`config.mk`:
```
export PLATFORM = sky130hd
export DESIGN_NAME = c_subset_lexer
export DESIGN_NICKNAME = d
export VERILOG_FILES = /design/src/hw/rtl/clx_pkg.sv /design/src/hw/rtl/clx_step.sv /design/src/hw/rtl/clx_res_fifo.sv /design/src/hw/rtl/c_subset_lexer.sv
export SDC_FILE = /design/constraint.sdc
export NUM_CORES = 1
export LEC_CHECK = 0
export ABC_CLOCK_PERIOD_IN_PS = 14800
export BUFFER_PORTS_ARGS = -buffer_cell sky130_fd_sc_hd__buf_4
export CORE_AREA = 10 10 221 223
export DETAILED_ROUTE_END_ITERATION = 10
export DIE_AREA = 0 0 231 233
export PLACE_DENSITY = 0.61
export SLEW_MARGIN = 25
export SYNTH_ARGS = -nofsm -noshare
export SYNTH_HDL_FRONTEND = slang
export SYNTH_SLANG_ARGS = --single-unit
```
`constraint.sdc`:
```
create_clock -name clk_i -period 14.8 [get_ports clk_i]
set_clock_uncertainty 0.2 [all_clocks]
set_input_delay 2.96 -clock clk_i [delete_from_list [all_inputs] [get_ports clk_i]]
set_output_delay 2.96 -clock clk_i [all_outputs]
set_load 0.02 [all_outputs]
```
`src/hw/rtl/clx_pkg.sv`:
```
package clx_pkg;

  // Token classes, in output code order
  typedef enum logic [5:0] {
    TK_INT, TK_FLOAT, TK_CHAR, TK_VOID, TK_IF, TK_ELSE, TK_WHILE, TK_FOR, TK_RETURN,
    TK_IDENT, TK_INT_LIT, TK_FLOAT_LIT, TK_CHAR_LIT, TK_STR_LIT,
    TK_PLUS, TK_MINUS, TK_STAR, TK_SLASH, TK_PERCENT, TK_ASSIGN, TK_EQ, TK_NE,
    TK_LT, TK_LE, TK_GT, TK_GE, TK_AND, TK_OR, TK_NOT,
    TK_LPAREN, TK_RPAREN, TK_LBRACE, TK_RBRACE, TK_SEMI, TK_COMMA,
    TK_EOF, TK_ERROR
  } tok_kind_e;

  // Scanner modes
  typedef enum logic [2:0] {
    MODE_IDLE, MODE_WORD, MODE_NUM, MODE_STR, MODE_STR_ESC, MODE_CHR, MODE_CHR_ESC,
    MODE_HELD
  } mode_e;

  // Input item
  typedef struct packed {
    logic [7:0] character;
    logic       end_of_input;
  } in_item_t;

  // Result item
  typedef struct packed {
    logic [5:0]  token_kind;
    logic [15:0] start_line;
    logic [15:0] start_column;
    logic [15:0] token_length;
    logic        last_of_run;
  } out_item_t;

  // Results of one step, r0 first
  typedef struct packed {
    logic [1:0] cnt;
    out_item_t  r1;
    out_item_t  r0;
  } push_t;

  // Result queue (depth must be a power of two)
  localparam int RES_FIFO_DEPTH = 4;
  localparam int RF_PTR_W       = $clog2(RES_FIFO_DEPTH);
  localparam int RF_CNT_W       = $clog2(RES_FIFO_DEPTH + 1);

  // Keyword buffer: longest keyword is six bytes
  localparam int KW_BUF_LEN = 6;
  localparam int KW_IDX_W   = $clog2(KW_BUF_LEN);
  localparam int KW_LEN_W   = $clog2(KW_BUF_LEN + 1);
  typedef logic [KW_BUF_LEN-1:0][7:0] word_buf_t;

  // Byte codes
  localparam logic [7:0] CH_TAB       = 8'h09;
  localparam logic [7:0] CH_NL        = 8'h0A;
  localparam logic [7:0] CH_CR        = 8'h0D;
  localparam logic [7:0] CH_SPACE     = 8'h20;
  localparam logic [7:0] CH_BANG      = 8'h21;
  localparam logic [7:0] CH_DQUOTE    = 8'h22;
  localparam logic [7:0] CH_PERCENT   = 8'h25;
  localparam logic [7:0] CH_AMP       = 8'h26;
  localparam logic [7:0] CH_SQUOTE    = 8'h27;
  localparam logic [7:0] CH_LPAREN    = 8'h28;
  localparam logic [7:0] CH_RPAREN    = 8'h29;
  localparam logic [7:0] CH_STAR      = 8'h2A;
  localparam logic [7:0] CH_PLUS      = 8'h2B;
  localparam logic [7:0] CH_COMMA     = 8'h2C;
  localparam logic [7:0] CH_MINUS     = 8'h2D;
  localparam logic [7:0] CH_DOT       = 8'h2E;
  localparam logic [7:0] CH_SLASH     = 8'h2F;
  localparam logic [7:0] CH_0         = 8'h30;
  localparam logic [7:0] CH_9         = 8'h39;
  localparam logic [7:0] CH_SEMI      = 8'h3B;
  localparam logic [7:0] CH_LT        = 8'h3C;
  localparam logic [7:0] CH_EQ        = 8'h3D;
  localparam logic [7:0] CH_GT        = 8'h3E;
  localparam logic [7:0] CH_UC_A      = 8'h41;
  localparam logic [7:0] CH_UC_Z      = 8'h5A;
  localparam logic [7:0] CH_BACKSLASH = 8'h5C;
  localparam logic [7:0] CH_UNDER     = 8'h5F;
  localparam logic [7:0] CH_LC_A      = 8'h61;
  localparam logic [7:0] CH_LC_Z      = 8'h7A;
  localparam logic [7:0] CH_LBRACE    = 8'h7B;
  localparam logic [7:0] CH_BAR       = 8'h7C;
  localparam logic [7:0] CH_RBRACE    = 8'h7D;

  function automatic logic is_alpha(input logic [7:0] c);
    return (c inside {[CH_LC_A:CH_LC_Z]}) || (c inside {[CH_UC_A:CH_UC_Z]});
  endfunction

  function automatic logic is_digit(input logic [7:0] c);
    return c inside {[CH_0:CH_9]};
  endfunction

  function automatic logic is_op_start(input logic [7:0] c);
    return c inside {CH_EQ, CH_BANG, CH_LT, CH_GT, CH_AMP, CH_BAR};
  endfunction

  // One-byte token class; anything unknown is an error token
  function automatic tok_kind_e single_kind(input logic [7:0] c);
    tok_kind_e k;
    case (c)
      CH_PLUS:    k = TK_PLUS;
      CH_MINUS:   k = TK_MINUS;
      CH_STAR:    k = TK_STAR;
      CH_SLASH:   k = TK_SLASH;
      CH_PERCENT: k = TK_PERCENT;
      CH_EQ:      k = TK_ASSIGN;
      CH_LT:      k = TK_LT;
      CH_GT:      k = TK_GT;
      CH_BANG:    k = TK_NOT;
      CH_LPAREN:  k = TK_LPAREN;
      CH_RPAREN:  k = TK_RPAREN;
      CH_LBRACE:  k = TK_LBRACE;
      CH_RBRACE:  k = TK_RBRACE;
      CH_SEMI:    k = TK_SEMI;
      CH_COMMA:   k = TK_COMMA;
      default:    k = TK_ERROR;
    endcase
    return k;
  endfunction

  // Two-byte operator match
  function automatic logic pair_ok(input logic [7:0] a, input logic [7:0] b);
    return ((b == CH_EQ) && (a inside {CH_EQ, CH_BANG, CH_LT, CH_GT})) ||
           ((a == CH_AMP) && (b == CH_AMP)) || ((a == CH_BAR) && (b == CH_BAR));
  endfunction

  function automatic tok_kind_e pair_kind(input logic [7:0] a);
    tok_kind_e k;
    case (a)
      CH_EQ:   k = TK_EQ;
      CH_BANG: k = TK_NE;
      CH_LT:   k = TK_LE;
      CH_GT:   k = TK_GE;
      CH_AMP:  k = TK_AND;
      default: k = TK_OR;
    endcase
    return k;
  endfunction

  // Keyword lookup on the first len buffered bytes
  function automatic tok_kind_e kw_lookup(input word_buf_t w, input logic [KW_LEN_W-1:0] len);
    tok_kind_e k;
    k = TK_IDENT;
    case (len)
      KW_LEN_W'(2): if ({w[0], w[1]} == "if") k = TK_IF;
      KW_LEN_W'(3): begin
        if ({w[0], w[1], w[2]} == "int") k = TK_INT;
        else if ({w[0], w[1], w[2]} == "for") k = TK_FOR;
      end
      KW_LEN_W'(4): begin
        if ({w[0], w[1], w[2], w[3]} == "char") k = TK_CHAR;
        else if ({w[0], w[1], w[2], w[3]} == "void") k = TK_VOID;
        else if ({w[0], w[1], w[2], w[3]} == "else") k = TK_ELSE;
      end
      KW_LEN_W'(5): begin
        if ({w[0], w[1], w[2], w[3], w[4]} == "float") k = TK_FLOAT;
        else if ({w[0], w[1], w[2], w[3], w[4]} == "while") k = TK_WHILE;
      end
      KW_LEN_W'(6): if ({w[0], w[1], w[2], w[3], w[4], w[5]} == "return") k = TK_RETURN;
      default: k = TK_IDENT;
    endcase
    return k;
  endfunction

endpackage

```
`src/hw/rtl/clx_step.sv`:
```
module clx_step #(
  parameter int POSITION_BITS = 16
) (
  input  logic             clk_i,
  input  logic             rst_ni,
  input  logic             fire_i,
  input  clx_pkg::in_item_t item_i,
  output clx_pkg::push_t    push_o
);
  import clx_pkg::*;

  localparam int PB = POSITION_BITS;
  localparam logic [PB-1:0] POS_ONE = PB'(1);

  function automatic logic [PB-1:0] sat_inc(input logic [PB-1:0] v);
    return (&v) ? v : v + POS_ONE;
  endfunction

  function automatic out_item_t mk(input tok_kind_e k, input logic [PB-1:0] ln,
                                   input logic [PB-1:0] col, input logic [PB-1:0] len);
    out_item_t r;
    r.token_kind   = k;
    r.start_line   = 16'(ln);
    r.start_column = 16'(col);
    r.token_length = 16'(len);
    r.last_of_run  = 1'b0;
    return r;
  endfunction

  mode_e           mode_q, mode_d;
  logic [7:0]      held_q, held_d;
  logic            saw_dot_q, saw_dot_d;
  logic [PB-1:0]   cur_line_q, cur_line_d, cur_col_q, cur_col_d;
  logic [PB-1:0]   tok_line_q, tok_line_d, tok_col_q, tok_col_d;
  logic [PB-1:0]   rl_q, rl_d;
  word_buf_t       wbuf_q;
  logic            wr_en;
  logic [KW_IDX_W-1:0] wr_idx;

  logic [7:0]      c;
  logic            eoi;

  // start-of-token decode for the current byte
  logic            sb_starts, sb_emit;
  mode_e           sb_mode;
  logic [PB-1:0]   sb_line, sb_col;

  // pending-token flush
  tok_kind_e       fl_kind;
  logic [PB-1:0]   fl_len;
  out_item_t       fl_r, sb_r;

  // step decisions
  logic            do_flush, take_start, x_v;
  out_item_t       x_r, r0, r1;
  logic [1:0]      n;

  assign c   = item_i.character;
  assign eoi = item_i.end_of_input;

  // Classify a byte seen between tokens
  always_comb begin
    sb_starts = 1'b0;
    sb_emit   = 1'b0;
    sb_mode   = MODE_IDLE;
    sb_line   = cur_line_q;
    sb_col    = sat_inc(cur_col_q);
    if (c == CH_NL) begin
      sb_line = sat_inc(cur_line_q);
      sb_col  = POS_ONE;
    end else if (!(c inside {CH_SPACE, CH_TAB, CH_CR})) begin
      sb_starts = 1'b1;
      if (is_alpha(c) || c == CH_UNDER) sb_mode = MODE_WORD;
      else if (is_digit(c))             sb_mode = MODE_NUM;
      else if (c == CH_DQUOTE)          sb_mode = MODE_STR;
      else if (c == CH_SQUOTE)          sb_mode = MODE_CHR;
      else if (is_op_start(c))          sb_mode = MODE_HELD;
      else                              sb_emit = 1'b1;
    end
  end

  // Token that ends when the current mode is closed
  always_comb begin
    fl_len = rl_q;
    case (mode_q)
      MODE_WORD: fl_kind = (rl_q <= PB'(KW_BUF_LEN)) ?
                           kw_lookup(wbuf_q, rl_q[KW_LEN_W-1:0]) : TK_IDENT;
      MODE_NUM:  fl_kind = saw_dot_q ? TK_FLOAT_LIT : TK_INT_LIT;
      MODE_STR, MODE_STR_ESC: fl_kind = TK_STR_LIT;
      MODE_CHR, MODE_CHR_ESC: fl_kind = TK_CHAR_LIT;
      MODE_HELD: begin
        fl_kind = single_kind(held_q);
        fl_len  = POS_ONE;
      end
      default:   fl_kind = TK_ERROR;
    endcase
  end

  assign fl_r = mk(fl_kind, tok_line_q, tok_col_q, fl_len);
  assign sb_r = mk(single_kind(c), cur_line_q, cur_col_q, POS_ONE);

  // Per-byte state update and result selection
  always_comb begin
    mode_d     = mode_q;
    held_d     = held_q;
    saw_dot_d  = saw_dot_q;
    cur_line_d = cur_line_q;
    cur_col_d  = cur_col_q;
    tok_line_d = tok_line_q;
    tok_col_d  = tok_col_q;
    rl_d       = rl_q;
    wr_en      = 1'b0;
    wr_idx     = '0;
    do_flush   = 1'b0;
    take_start = 1'b0;
    x_v        = 1'b0;
    x_r        = '0;
    r0         = '0;
    r1         = '0;
    n          = 2'd0;

    if (eoi) begin
      // flush, EOF at the current position, back to reset state
      do_flush   = (mode_q != MODE_IDLE);
      x_v        = 1'b1;
      x_r        = mk(TK_EOF, cur_line_q, cur_col_q, '0);
      mode_d     = MODE_IDLE;
      held_d     = '0;
      saw_dot_d  = 1'b0;
      cur_line_d = POS_ONE;
      cur_col_d  = POS_ONE;
      tok_line_d = POS_ONE;
      tok_col_d  = POS_ONE;
      rl_d       = '0;
    end else begin
      case (mode_q)
        MODE_WORD: begin
          if (is_alpha(c) || is_digit(c) || c == CH_UNDER) begin
            if (rl_q < PB'(KW_BUF_LEN)) begin
              wr_en  = 1'b1;
              wr_idx = rl_q[KW_IDX_W-1:0];
            end
            rl_d      = sat_inc(rl_q);
            cur_col_d = sat_inc(cur_col_q);
          end else begin
            do_flush   = 1'b1;
            take_start = 1'b1;
          end
        end
        MODE_NUM: begin
          if (is_digit(c) || c == CH_DOT) begin
            if (c == CH_DOT) saw_dot_d = 1'b1;
            rl_d      = sat_inc(rl_q);
            cur_col_d = sat_inc(cur_col_q);
          end else begin
            do_flush   = 1'b1;
            take_start = 1'b1;
          end
        end
        MODE_STR, MODE_CHR: begin
          rl_d      = sat_inc(rl_q);
          cur_col_d = sat_inc(cur_col_q);
          if (c == CH_BACKSLASH) begin
            mode_d = (mode_q == MODE_STR) ? MODE_STR_ESC : MODE_CHR_ESC;
          end else if (c == ((mode_q == MODE_STR) ? CH_DQUOTE : CH_SQUOTE)) begin
            x_v    = 1'b1;
            x_r    = mk((mode_q == MODE_STR) ? TK_STR_LIT : TK_CHAR_LIT,
                        tok_line_q, tok_col_q, sat_inc(rl_q));
            mode_d = MODE_IDLE;
          end
        end
        MODE_STR_ESC, MODE_CHR_ESC: begin
          // escaped byte is taken as is
          rl_d      = sat_inc(rl_q);
          cur_col_d = sat_inc(cur_col_q);
          mode_d    = (mode_q == MODE_STR_ESC) ? MODE_STR : MODE_CHR;
        end
        MODE_HELD: begin
          if (pair_ok(held_q, c)) begin
            cur_col_d = sat_inc(cur_col_q);
            x_v       = 1'b1;
            x_r       = mk(pair_kind(held_q), tok_line_q, tok_col_q, PB'(2));
            mode_d    = MODE_IDLE;
          end else begin
            do_flush   = 1'b1;
            take_start = 1'b1;
          end
        end
        default: take_start = 1'b1;
      endcase

      // begin a new token (or skip whitespace) from between-token state
      if (take_start) begin
        mode_d     = MODE_IDLE;
        cur_line_d = sb_line;
        cur_col_d  = sb_col;
        if (sb_starts) begin
          tok_line_d = cur_line_q;
          tok_col_d  = cur_col_q;
          rl_d       = POS_ONE;
          mode_d     = sb_mode;
          if (sb_mode == MODE_WORD) begin
            wr_en  = 1'b1;
            wr_idx = '0;
          end
          if (sb_mode == MODE_NUM)  saw_dot_d = 1'b0;
          if (sb_mode == MODE_HELD) held_d = c;
        end
      end
    end

    // results in order: flushed token, closing/EOF token, punctuation
    if (do_flush) begin
      r0 = fl_r;
      n  = 2'd1;
    end
    if (x_v) begin
      if (n == 2'd0) r0 = x_r;
      else           r1 = x_r;
      n = n + 2'd1;
    end
    if (take_start && sb_emit) begin
      if (n == 2'd0) r0 = sb_r;
      else           r1 = sb_r;
      n = n + 2'd1;
    end
    if (n == 2'd1) r0.last_of_run = 1'b1;
    if (n == 2'd2) r1.last_of_run = 1'b1;
  end

  assign push_o.cnt = fire_i ? n : 2'd0;
  assign push_o.r0  = r0;
  assign push_o.r1  = r1;

  // Scanner state
  always_ff @(posedge clk_i or negedge rst_ni) begin
    if (!rst_ni) begin
      mode_q     <= MODE_IDLE;
      held_q     <= '0;
      saw_dot_q  <= 1'b0;
      cur_line_q <= POS_ONE;
      cur_col_q  <= POS_ONE;
      tok_line_q <= POS_ONE;
      tok_col_q  <= POS_ONE;
      rl_q       <= '0;
    end else if (fire_i) begin
      mode_q     <= mode_d;
      held_q     <= held_d;
      saw_dot_q  <= saw_dot_d;
      cur_line_q <= cur_line_d;
      cur_col_q  <= cur_col_d;
      tok_line_q <= tok_line_d;
      tok_col_q  <= tok_col_d;
      rl_q       <= rl_d;
    end
  end

  // Keyword buffer, valid only up to the current word length
  always_ff @(posedge clk_i) begin
    if (fire_i && wr_en) begin
      wbuf_q[wr_idx] <= c;
    end
  end

  a_eof_resets: assert property (@(posedge clk_i) disable iff (!rst_ni)
    fire_i && eoi |=> mode_q == MODE_IDLE && cur_line_q == POS_ONE && cur_col_q == POS_ONE)
    else $error("end of input did not return the scanner to its start state");

  a_last_marks: assert property (@(posedge clk_i) disable iff (!rst_ni)
    push_o.cnt == 2'd2 |-> push_o.r1.last_of_run && !push_o.r0.last_of_run)
    else $error("last_of_run misplaced on a two-token step");

  a_eof_last: assert property (@(posedge clk_i) disable iff (!rst_ni)
    fire_i && eoi |-> (push_o.cnt == 2'd1 && push_o.r0.token_kind == TK_EOF) ||
                      (push_o.cnt == 2'd2 && push_o.r1.token_kind == TK_EOF))
    else $error("end of input must close with exactly one EOF token");

endmodule

```
`src/hw/rtl/clx_res_fifo.sv`:
```
module clx_res_fifo (
  input  logic               clk_i,
  input  logic               rst_ni,
  input  clx_pkg::push_t     push_i,
  input  logic               pop_i,
  output clx_pkg::out_item_t head_o,
  output logic               not_empty_o,
  output logic               room2_o
);
  import clx_pkg::*;

  out_item_t           mem_q [RES_FIFO_DEPTH];
  logic [RF_PTR_W-1:0] wr_ptr_q, rd_ptr_q, wr_ptr1;
  logic [RF_CNT_W-1:0] count_q;

  assign wr_ptr1     = wr_ptr_q + RF_PTR_W'(1);
  assign head_o      = mem_q[rd_ptr_q];
  assign not_empty_o = (count_q != '0);
  assign room2_o     = (count_q <= RF_CNT_W'(RES_FIFO_DEPTH - 2));

  // Entry storage: up to two writes per cycle at consecutive slots
  always_ff @(posedge clk_i) begin
    if (push_i.cnt != 2'd0) mem_q[wr_ptr_q] <= push_i.r0;
    if (push_i.cnt == 2'd2) mem_q[wr_ptr1]  <= push_i.r1;
  end

  // Pointers and fill count
  always_ff @(posedge clk_i or negedge rst_ni) begin
    if (!rst_ni) begin
      wr_ptr_q <= '0;
      rd_ptr_q <= '0;
      count_q  <= '0;
    end else begin
      wr_ptr_q <= wr_ptr_q + RF_PTR_W'(push_i.cnt);
      if (pop_i) rd_ptr_q <= rd_ptr_q + RF_PTR_W'(1);
      count_q  <= count_q + RF_CNT_W'(push_i.cnt) - RF_CNT_W'(pop_i);
    end
  end

  a_no_overflow: assert property (@(posedge clk_i) disable iff (!rst_ni)
    push_i.cnt != 2'd0 |->
      int'(count_q) + int'(push_i.cnt) <= RES_FIFO_DEPTH + int'(pop_i))
    else $error("result queue overflow");

  a_no_underflow: assert property (@(posedge clk_i) disable iff (!rst_ni)
    pop_i |-> count_q != '0)
    else $error("result queue read while empty");

  a_ptr_gap: assert property (@(posedge clk_i) disable iff (!rst_ni)
    count_q != RF_CNT_W'(RES_FIFO_DEPTH) |->
      RF_PTR_W'(wr_ptr_q - rd_ptr_q) == RF_PTR_W'(count_q))
    else $error("queue pointers disagree with fill count");

endmodule

```
`src/hw/rtl/c_subset_lexer.sv`:
```
// Streaming tokenizer for a small C subset. Each input transfer carries one source byte
// (or an end-of-input mark); each output transfer carries one token: kind, start line,
// start column and length, with last_of_run set on the final token caused by a byte.
// A byte is registered, then scanned combinationally; bytes are taken one per cycle
// unless the input stalls, and each token goes to a four-entry result queue, leaving
// it one per cycle while the receiver is ready. The input stalls while fewer than two
// queue slots are free, so a byte that closes one token and starts a punctuation token,
// or end of input after a pending token, always finds room. End of input flushes
// the pending token, emits EOF and returns the scanner to its reset state. Line,
// column and length saturate at 2**POSITION_BITS-1 and are reported in 16 bits.
module c_subset_lexer #(
  parameter int POSITION_BITS = 16
) (
  input  logic               clk_i,
  input  logic               rst_ni,
  input  logic               in_valid_i,
  output logic               in_ready_o,
  input  clx_pkg::in_item_t  in_item_i,
  output logic               out_valid_o,
  input  logic               out_ready_i,
  output clx_pkg::out_item_t out_item_o
);
  import clx_pkg::*;

  logic     in_vld_q;
  in_item_t in_q;
  logic     step_fire, room2, not_empty;
  push_t    push;

  // Input register: refills in the same cycle it is consumed
  assign step_fire  = in_vld_q && room2;
  assign in_ready_o = !in_vld_q || step_fire;

  always_ff @(posedge clk_i or negedge rst_ni) begin
    if (!rst_ni) begin
      in_vld_q <= 1'b0;
    end else if (in_ready_o) begin
      in_vld_q <= in_valid_i;
    end
  end

  always_ff @(posedge clk_i) begin
    if (in_valid_i && in_ready_o) begin
      in_q <= in_item_i;
    end
  end

  // Scanner
  clx_step #(
    .POSITION_BITS(POSITION_BITS)
  ) u_step (
    .clk_i  (clk_i),
    .rst_ni (rst_ni),
    .fire_i (step_fire),
    .item_i (in_q),
    .push_o (push)
  );

  // Result queue
  clx_res_fifo u_fifo (
    .clk_i       (clk_i),
    .rst_ni      (rst_ni),
    .push_i      (push),
    .pop_i       (out_valid_o && out_ready_i),
    .head_o      (out_item_o),
    .not_empty_o (not_empty),
    .room2_o     (room2)
  );

  assign out_valid_o = not_empty;

endmodule

```
# ---- Yosys cells after proc, flatten, opt, wreduce, memory -nomap -nowiden
# Memories as Yosys holds them, arrays and structs flattened.
# Cells that the tools add are included.
# Widths: inputs -> output; s select.
dict set report classes {
  addsub 10
  n_lt_le_gt_ge 11
  eq_ne 76
  muxes 134
  reduce_logical 48
}
# cell n
set ops {}
lappend ops {{$mux 55} 13}
lappend ops {{$mux 16} 24}
lappend ops {{$eq 8x6->1 const B} 32}
lappend ops {{$pmux 6 s15} 2}
lappend ops {{$pmux 55 s2} 1}
lappend ops {{$eq 32x31->1 const B} 3}
lappend ops {{$eq 40x39->1 const B} 2}
lappend ops {{$mux 3} 22}
lappend ops {{$eq 8x7->1 const B} 8}
lappend ops {{$pmux 16 s4} 1}
lappend ops {{$pmux 6 s5} 2}
lappend ops {{$add 16x1->16 const B} 3}
lappend ops {{$bwmux 48} 1}
lappend ops {{$eq 24x23->1 const B} 2}
lappend ops {{$eq 48x47->1 const B} 1}
lappend ops {{$pmux 16 s3} 1}
lappend ops {{$reduce_and 16->1} 3}
lappend ops {{$mux 1} 43}
lappend ops {{$mux 8} 5}
lappend ops {{$mux 6} 5}
lappend ops {{$demux 8 s3} 1}
lappend ops {{$eq 3x3->1 const B} 8}
lappend ops {{$eq 8x4->1 const B} 3}
lappend ops {{$pmux 4 s5} 1}
lappend ops {{other kinds (43)} 92}
dict set report word_totals {
  regBits 157
  ramBits 220
  output_inout_bits 57
  mem_count 1
}
# name words word_bits read_ports rd_clocked_by_memory_dff wr line
set memory_table {}
lappend memory_table {u_fifo.mem_q 4 55 1 0 2 clx_res_fifo.sv:12} ;# out_item_t mem_q [RES_FIFO_DEPTH];

# ---- Longest topological paths before layout
dict set report depth {
  word_depth 19
  mapped_depth 17
}

# ---- By module
# A second synthesis with hierarchy kept.
dict set report unflattened {
  hier_cells 1667
  area_unflattened_um2 21526.9
}
# module n_inst cells_each area_per_inst_um2 seq_area_each_um2
set modules_own_cells {}
lappend modules_own_cells {clx_res_fifo 1 571 11464.7 6781.5}
lappend modules_own_cells {clx_step 1 1081 9725.6 3748.6}
lappend modules_own_cells {c_subset_lexer 1 15 336.6 295.3}

# ---- Worst setup path after synthesis
# No wires, ideal clock.
dict set report synth_timing {
  kind {register to register}
  startpoint {reg in_q[6] (netlist bit)}
  endpoint {mem u_fifo.mem_q[1][0] (netlist bit), enable pin}
  arrival_ps 7955
  required_ps 13996
  path_slack_ps 6042
  path_stages_with_launch 14
  n_path_buf 2
  path_cell_list {edfxtp_1 clkbuf_2 and4bb_2 and2_4 or4b_1 o31a_4 o21ai_2 inv_2 buf_2 ha_1 inv_1 nand3_1 and3_1 nor4_1}
}
# item line
set synth_lines {}
lappend synth_lines {{start: declaration} c_subset_lexer.sv:26} ;# in_item_t in_q;
lappend synth_lines {{start signal: assignment} c_subset_lexer.sv:44} ;# in_q <= in_item_i;
lappend synth_lines {{end: declaration} clx_res_fifo.sv:12}

==> results.txt <==
The clock net in this run drives a total of 377 sinks. The largest fanout on the critical path came out at 37. From synthesis to final layout, the design area changed by 11.0%.

The detailed router's first-iteration violation count is 1784. The max-slew headroom at the worst pin is 27.1%. In the final timing run, aggregate negative setup slack is 0 ps. The count of endpoints failing hold in the final timing report came out at 0. The worst path uses 40.6% of the clock period. The number of iterations in the first detailed-routing pass came out at 6.

The quantity of gates resized following cts came out at 0. The net count of the finished layout is 1831. For this run, the top clock speed supported by timing is 167 MHz.

The via density per instance came out at 6.34. The initial core utilization came out at 46.0%. The analysis attributes to cell leakage a power of 7.90 nW. The width of the die is 231 um. The required time of the critical path came out at 11640 ps. The post-detailed-route wirelength per cell came out at 23.6 um. The number of different library cells in the post-synthesis netlist came out at 101. The worst setup path is launched from a flop. In the synthesized netlist the dominant register cell turns out to be edfxtp_1. The cell area after synthesis came out at 20300 sq um. The kind of end point of the critical path is an output pin. TritonCTS built the clock tree. The finished layout holds 2428 standard cells, fillers aside. The area of the core region is 44100 sq um. The final setup violation count came out at 0. The number of ports placed on the die boundary came out at 70.

The final global-route overflow total came out at 0. Synthesis produced a netlist whose cell count is 1825. The actual slew at the worst max-slew pin is 1090 ps. The number of global-route vias before repair is 15081.

For the finished layout, the period the worst path requires is 6010 ps. The flow ran to the end, and the final reports show no timing, DRC or antenna violations. The total length of routed wires came out at 57200 um.

The congestion estimate from routability-driven global placement came to 0.916. The register bit count reported by yosys is 377. The count of antenna-violating nets left after detailed routing came out at 0.

After detailed routing, the number of remaining DRC violations is 0. The setup path with the least slack is of type reg -> out. After clock tree synthesis, the clock-pin slew on the worst setup and hold paths is 60 ps. The count of buffers from port buffering is 69. The path class of the tightest hold or removal check is reg -> reg. The final route contains 15392 vias. The power per cell area came out at 204 nW/um^2. The placement row count is 77.

In the synthesized netlist the async set-or-reset flop fraction comes to 26.5%. The buffers inserted during post-CTS setup optimization came out at 0. The buffer levels on the longest clock path came out at 3.

Counting the buffers created by CTS gives 42. The clock tree root driver cell is clkbuf_16. The total die area came out at 53800 sq um. Setup repair after global routing left no endpoint under its margin.

Detailed placement ended at an HPWL of 36000 um. The share of post-route cells with drive strength above 1 came out at 16.0%. The maximum number of pins on one net before global-route repair came out at 72. The die boundary height is 233 um. The total of warnings raised by yosys is 0.

The H-tree generated during clock tree synthesis spans 2 levels. The first global-routing pass estimated 89800 um of wire. The max-capacitance violation count came out at 0.

In this run, post-CTS hold repair placed 0 buffers. The sequential-to-total area share from yosys stat is 53.4%. VDD sags by at most 0.000117 V. The final antenna diode count is 0. Yosys mapped a number of flops with a built-in enable equal to 277. The later-pin clock latency in the skew report is 590 ps.

The post-synthesis area per instance is 11.1 sq um. The critical path data arrival time came out at 2850 ps. The total nets after synthesis is 1853. The placed instance count came out at 2351. The number of max-slew violations in the final report is 0. The total routing resource utilization after global routing is 21.0%. The number of antenna violations at the first check in global routing is 0.
[cell families (layout without fill, tap and decap cells)]
group | Yosys count | in the layout | share of synthesized area, %
simple gates | 693 | 693 | 17.6
compound gates | 421 | 421 | 14.4
flops | 377 | 377 | 53.4
buf+inv | 201 | 212 | 4.55
mux | 94 | 94 | 8.09
xor+xnor | 24 | 24 | 1.04
fa+ha+maj | 15 | 15 | 0.962
[worst max-delay path: stages, from the launching register on]
cell and delay (ps):
dfrtp_4 720, buf_4 700, mux4_2 640, buf_4 180
[state kept, by name, summed over array words and instances, names as in the netlist]
register / flops
in_q: 9
in_vld_q: 1
u_fifo.count_q: 3
u_fifo.mem_q: 220
u_fifo.rd_ptr_q: 2
u_fifo.wr_ptr_q: 2
u_step.cur_col_q: 16
u_step.cur_line_q: 16
u_step.held_q: 8
u_step.mode_q: 3
u_step.rl_q: 16
u_step.saw_dot_q: 1
u_step.tok_col_q: 16
u_step.tok_line_q: 16
u_step.wbuf_q: 48
[metal layers]
layer / GRT usage (%) / up-vias / part of all wire [%]
met5: 0 / - / 0
met1: 29.1 / 7679 / 43
met3: 2.85 / 91 / 7.2
li1: - / 6946 / -
met2: 33.5 / 676 / 47
met4: 6.87 / 0 / 2.2
[layout by cell type, fill, tap and decap left out, types with 15 or more instances in the layout]
cell       Yosys  final
clkbuf_16      0     42
o22ai_1      141    141
nand2b_1      19     19
o21ai_0       48     46
edfxtp_1     277    277
a21oi_1       60     60
inv_1         31     31
mux4_2        55     55
and3_1        25     25
nor2b_1       16     16
a22o_1        31     31
nor2_1        96     96
nand2_1      253    253
nand4_1       28     28
nor3_1        71     69
and2_1        14     15
buf_4          3     97
nor4_1        20     19
nand3_1       51     51
mux2i_1       30     30
dfrtp_1       96     94
[power breakdown]
part / total [mW] / switching (mW) / internal [mW]
Sequential: 1.65 / 0.206 / 1.44
Combinational: 1.95 / 1.25 / 0.703
Clock: 1.01 / 0.436 / 0.570
Total: 4.61 / 1.89 / 2.71
[metrics by stage]
stage / setup WS (ps) / hold WS, ps / utilization (%) / instance area (sq um) / total power, mW
after floorplan: 6040 / 248 / - / 20300 / 2.93
after global placement: 8800 / 259 / 47.7 / 21100 / 3.57
after detailed placement: 9070 / 264 / 48.1 / 21200 / 3.61
after CTS: 8690 / 276 / 51.0 / 22500 / 4.62
after global routing: 8600 / 305 / 51.0 / 22500 / 4.83
final: 8790 / 278 / 51.0 / 22500 / 4.61
[cells in the mapped netlist (12+ instances only)]
| cell type | count | area [sq um] |
|---|---|---|
| nand4_1 | 28 | 175 |
| a22o_1 | 31 | 272 |
| dfrtp_1 | 96 | 2400 |
| ha_1 | 14 | 175 |
| nand2b_1 | 19 | 119 |
| nor2b_1 | 16 | 100 |
| o22ai_1 | 141 | 882 |
| o21ai_0 | 48 | 240 |
| buf_6 | 12 | 135 |
| a31oi_1 | 12 | 75.1 |
| buf_1 | 18 | 67.6 |
| and3_1 | 25 | 156 |
| a21oi_1 | 60 | 300 |
| nor2_1 | 96 | 360 |
| xnor2_1 | 13 | 114 |
| nor3b_1 | 14 | 105 |
| or3_1 | 13 | 81.3 |
| nand3_1 | 51 | 255 |
| inv_1 | 31 | 116 |
| and2_1 | 14 | 87.6 |
| nor4_1 | 20 | 125 |
| mux4_2 | 55 | 1240 |
| edfxtp_1 | 277 | 8320 |
| clkbuf_1 | 83 | 312 |
| buf_2 | 52 | 260 |
| mux2i_1 | 30 | 300 |
| nand2_1 | 253 | 950 |
| nor3_1 | 71 | 355 |
[cell type report]
class	count	area (sq um)
clock buffer	57	1160
clock inverter	20	155
fill	3941	21600
inverter	32	120
multi-input combinational	1247	8650
sequential	377	10800
tap	592	741
timing repair buffer	103	865
[path summary, 6_finish.rpt]
kind | from | slack, ps | depth (start not counted) | end
worst max register to register | in_q[3]$_DFFE_PP_ | 9000 | 12 | u_fifo.mem_q[1][22]$_DFFE_PP_
worst min-delay path | u_step.tok_col_q[0]$_DFFE_PN1P_ | 280 | 2 | u_step.tok_col_q[0]$_DFFE_PN1P_
max in group asynchronous | rst_ni | 11160 | 2 | u_fifo.rd_ptr_q[0]$_DFFE_PN0P_
worst min register to register | u_step.tok_col_q[0]$_DFFE_PN1P_ | 280 | 2 | u_step.tok_col_q[0]$_DFFE_PN1P_
min in group asynchronous | rst_ni | 2130 | 1 | u_step.held_q[1]$_DFFE_PN0P_
worst max-delay path | u_fifo.rd_ptr_q[0]$_DFFE_PN0P_ | 8790 | 3 | out_item_o[15]
No activity file was read; power rests on OpenSTA's default activity.
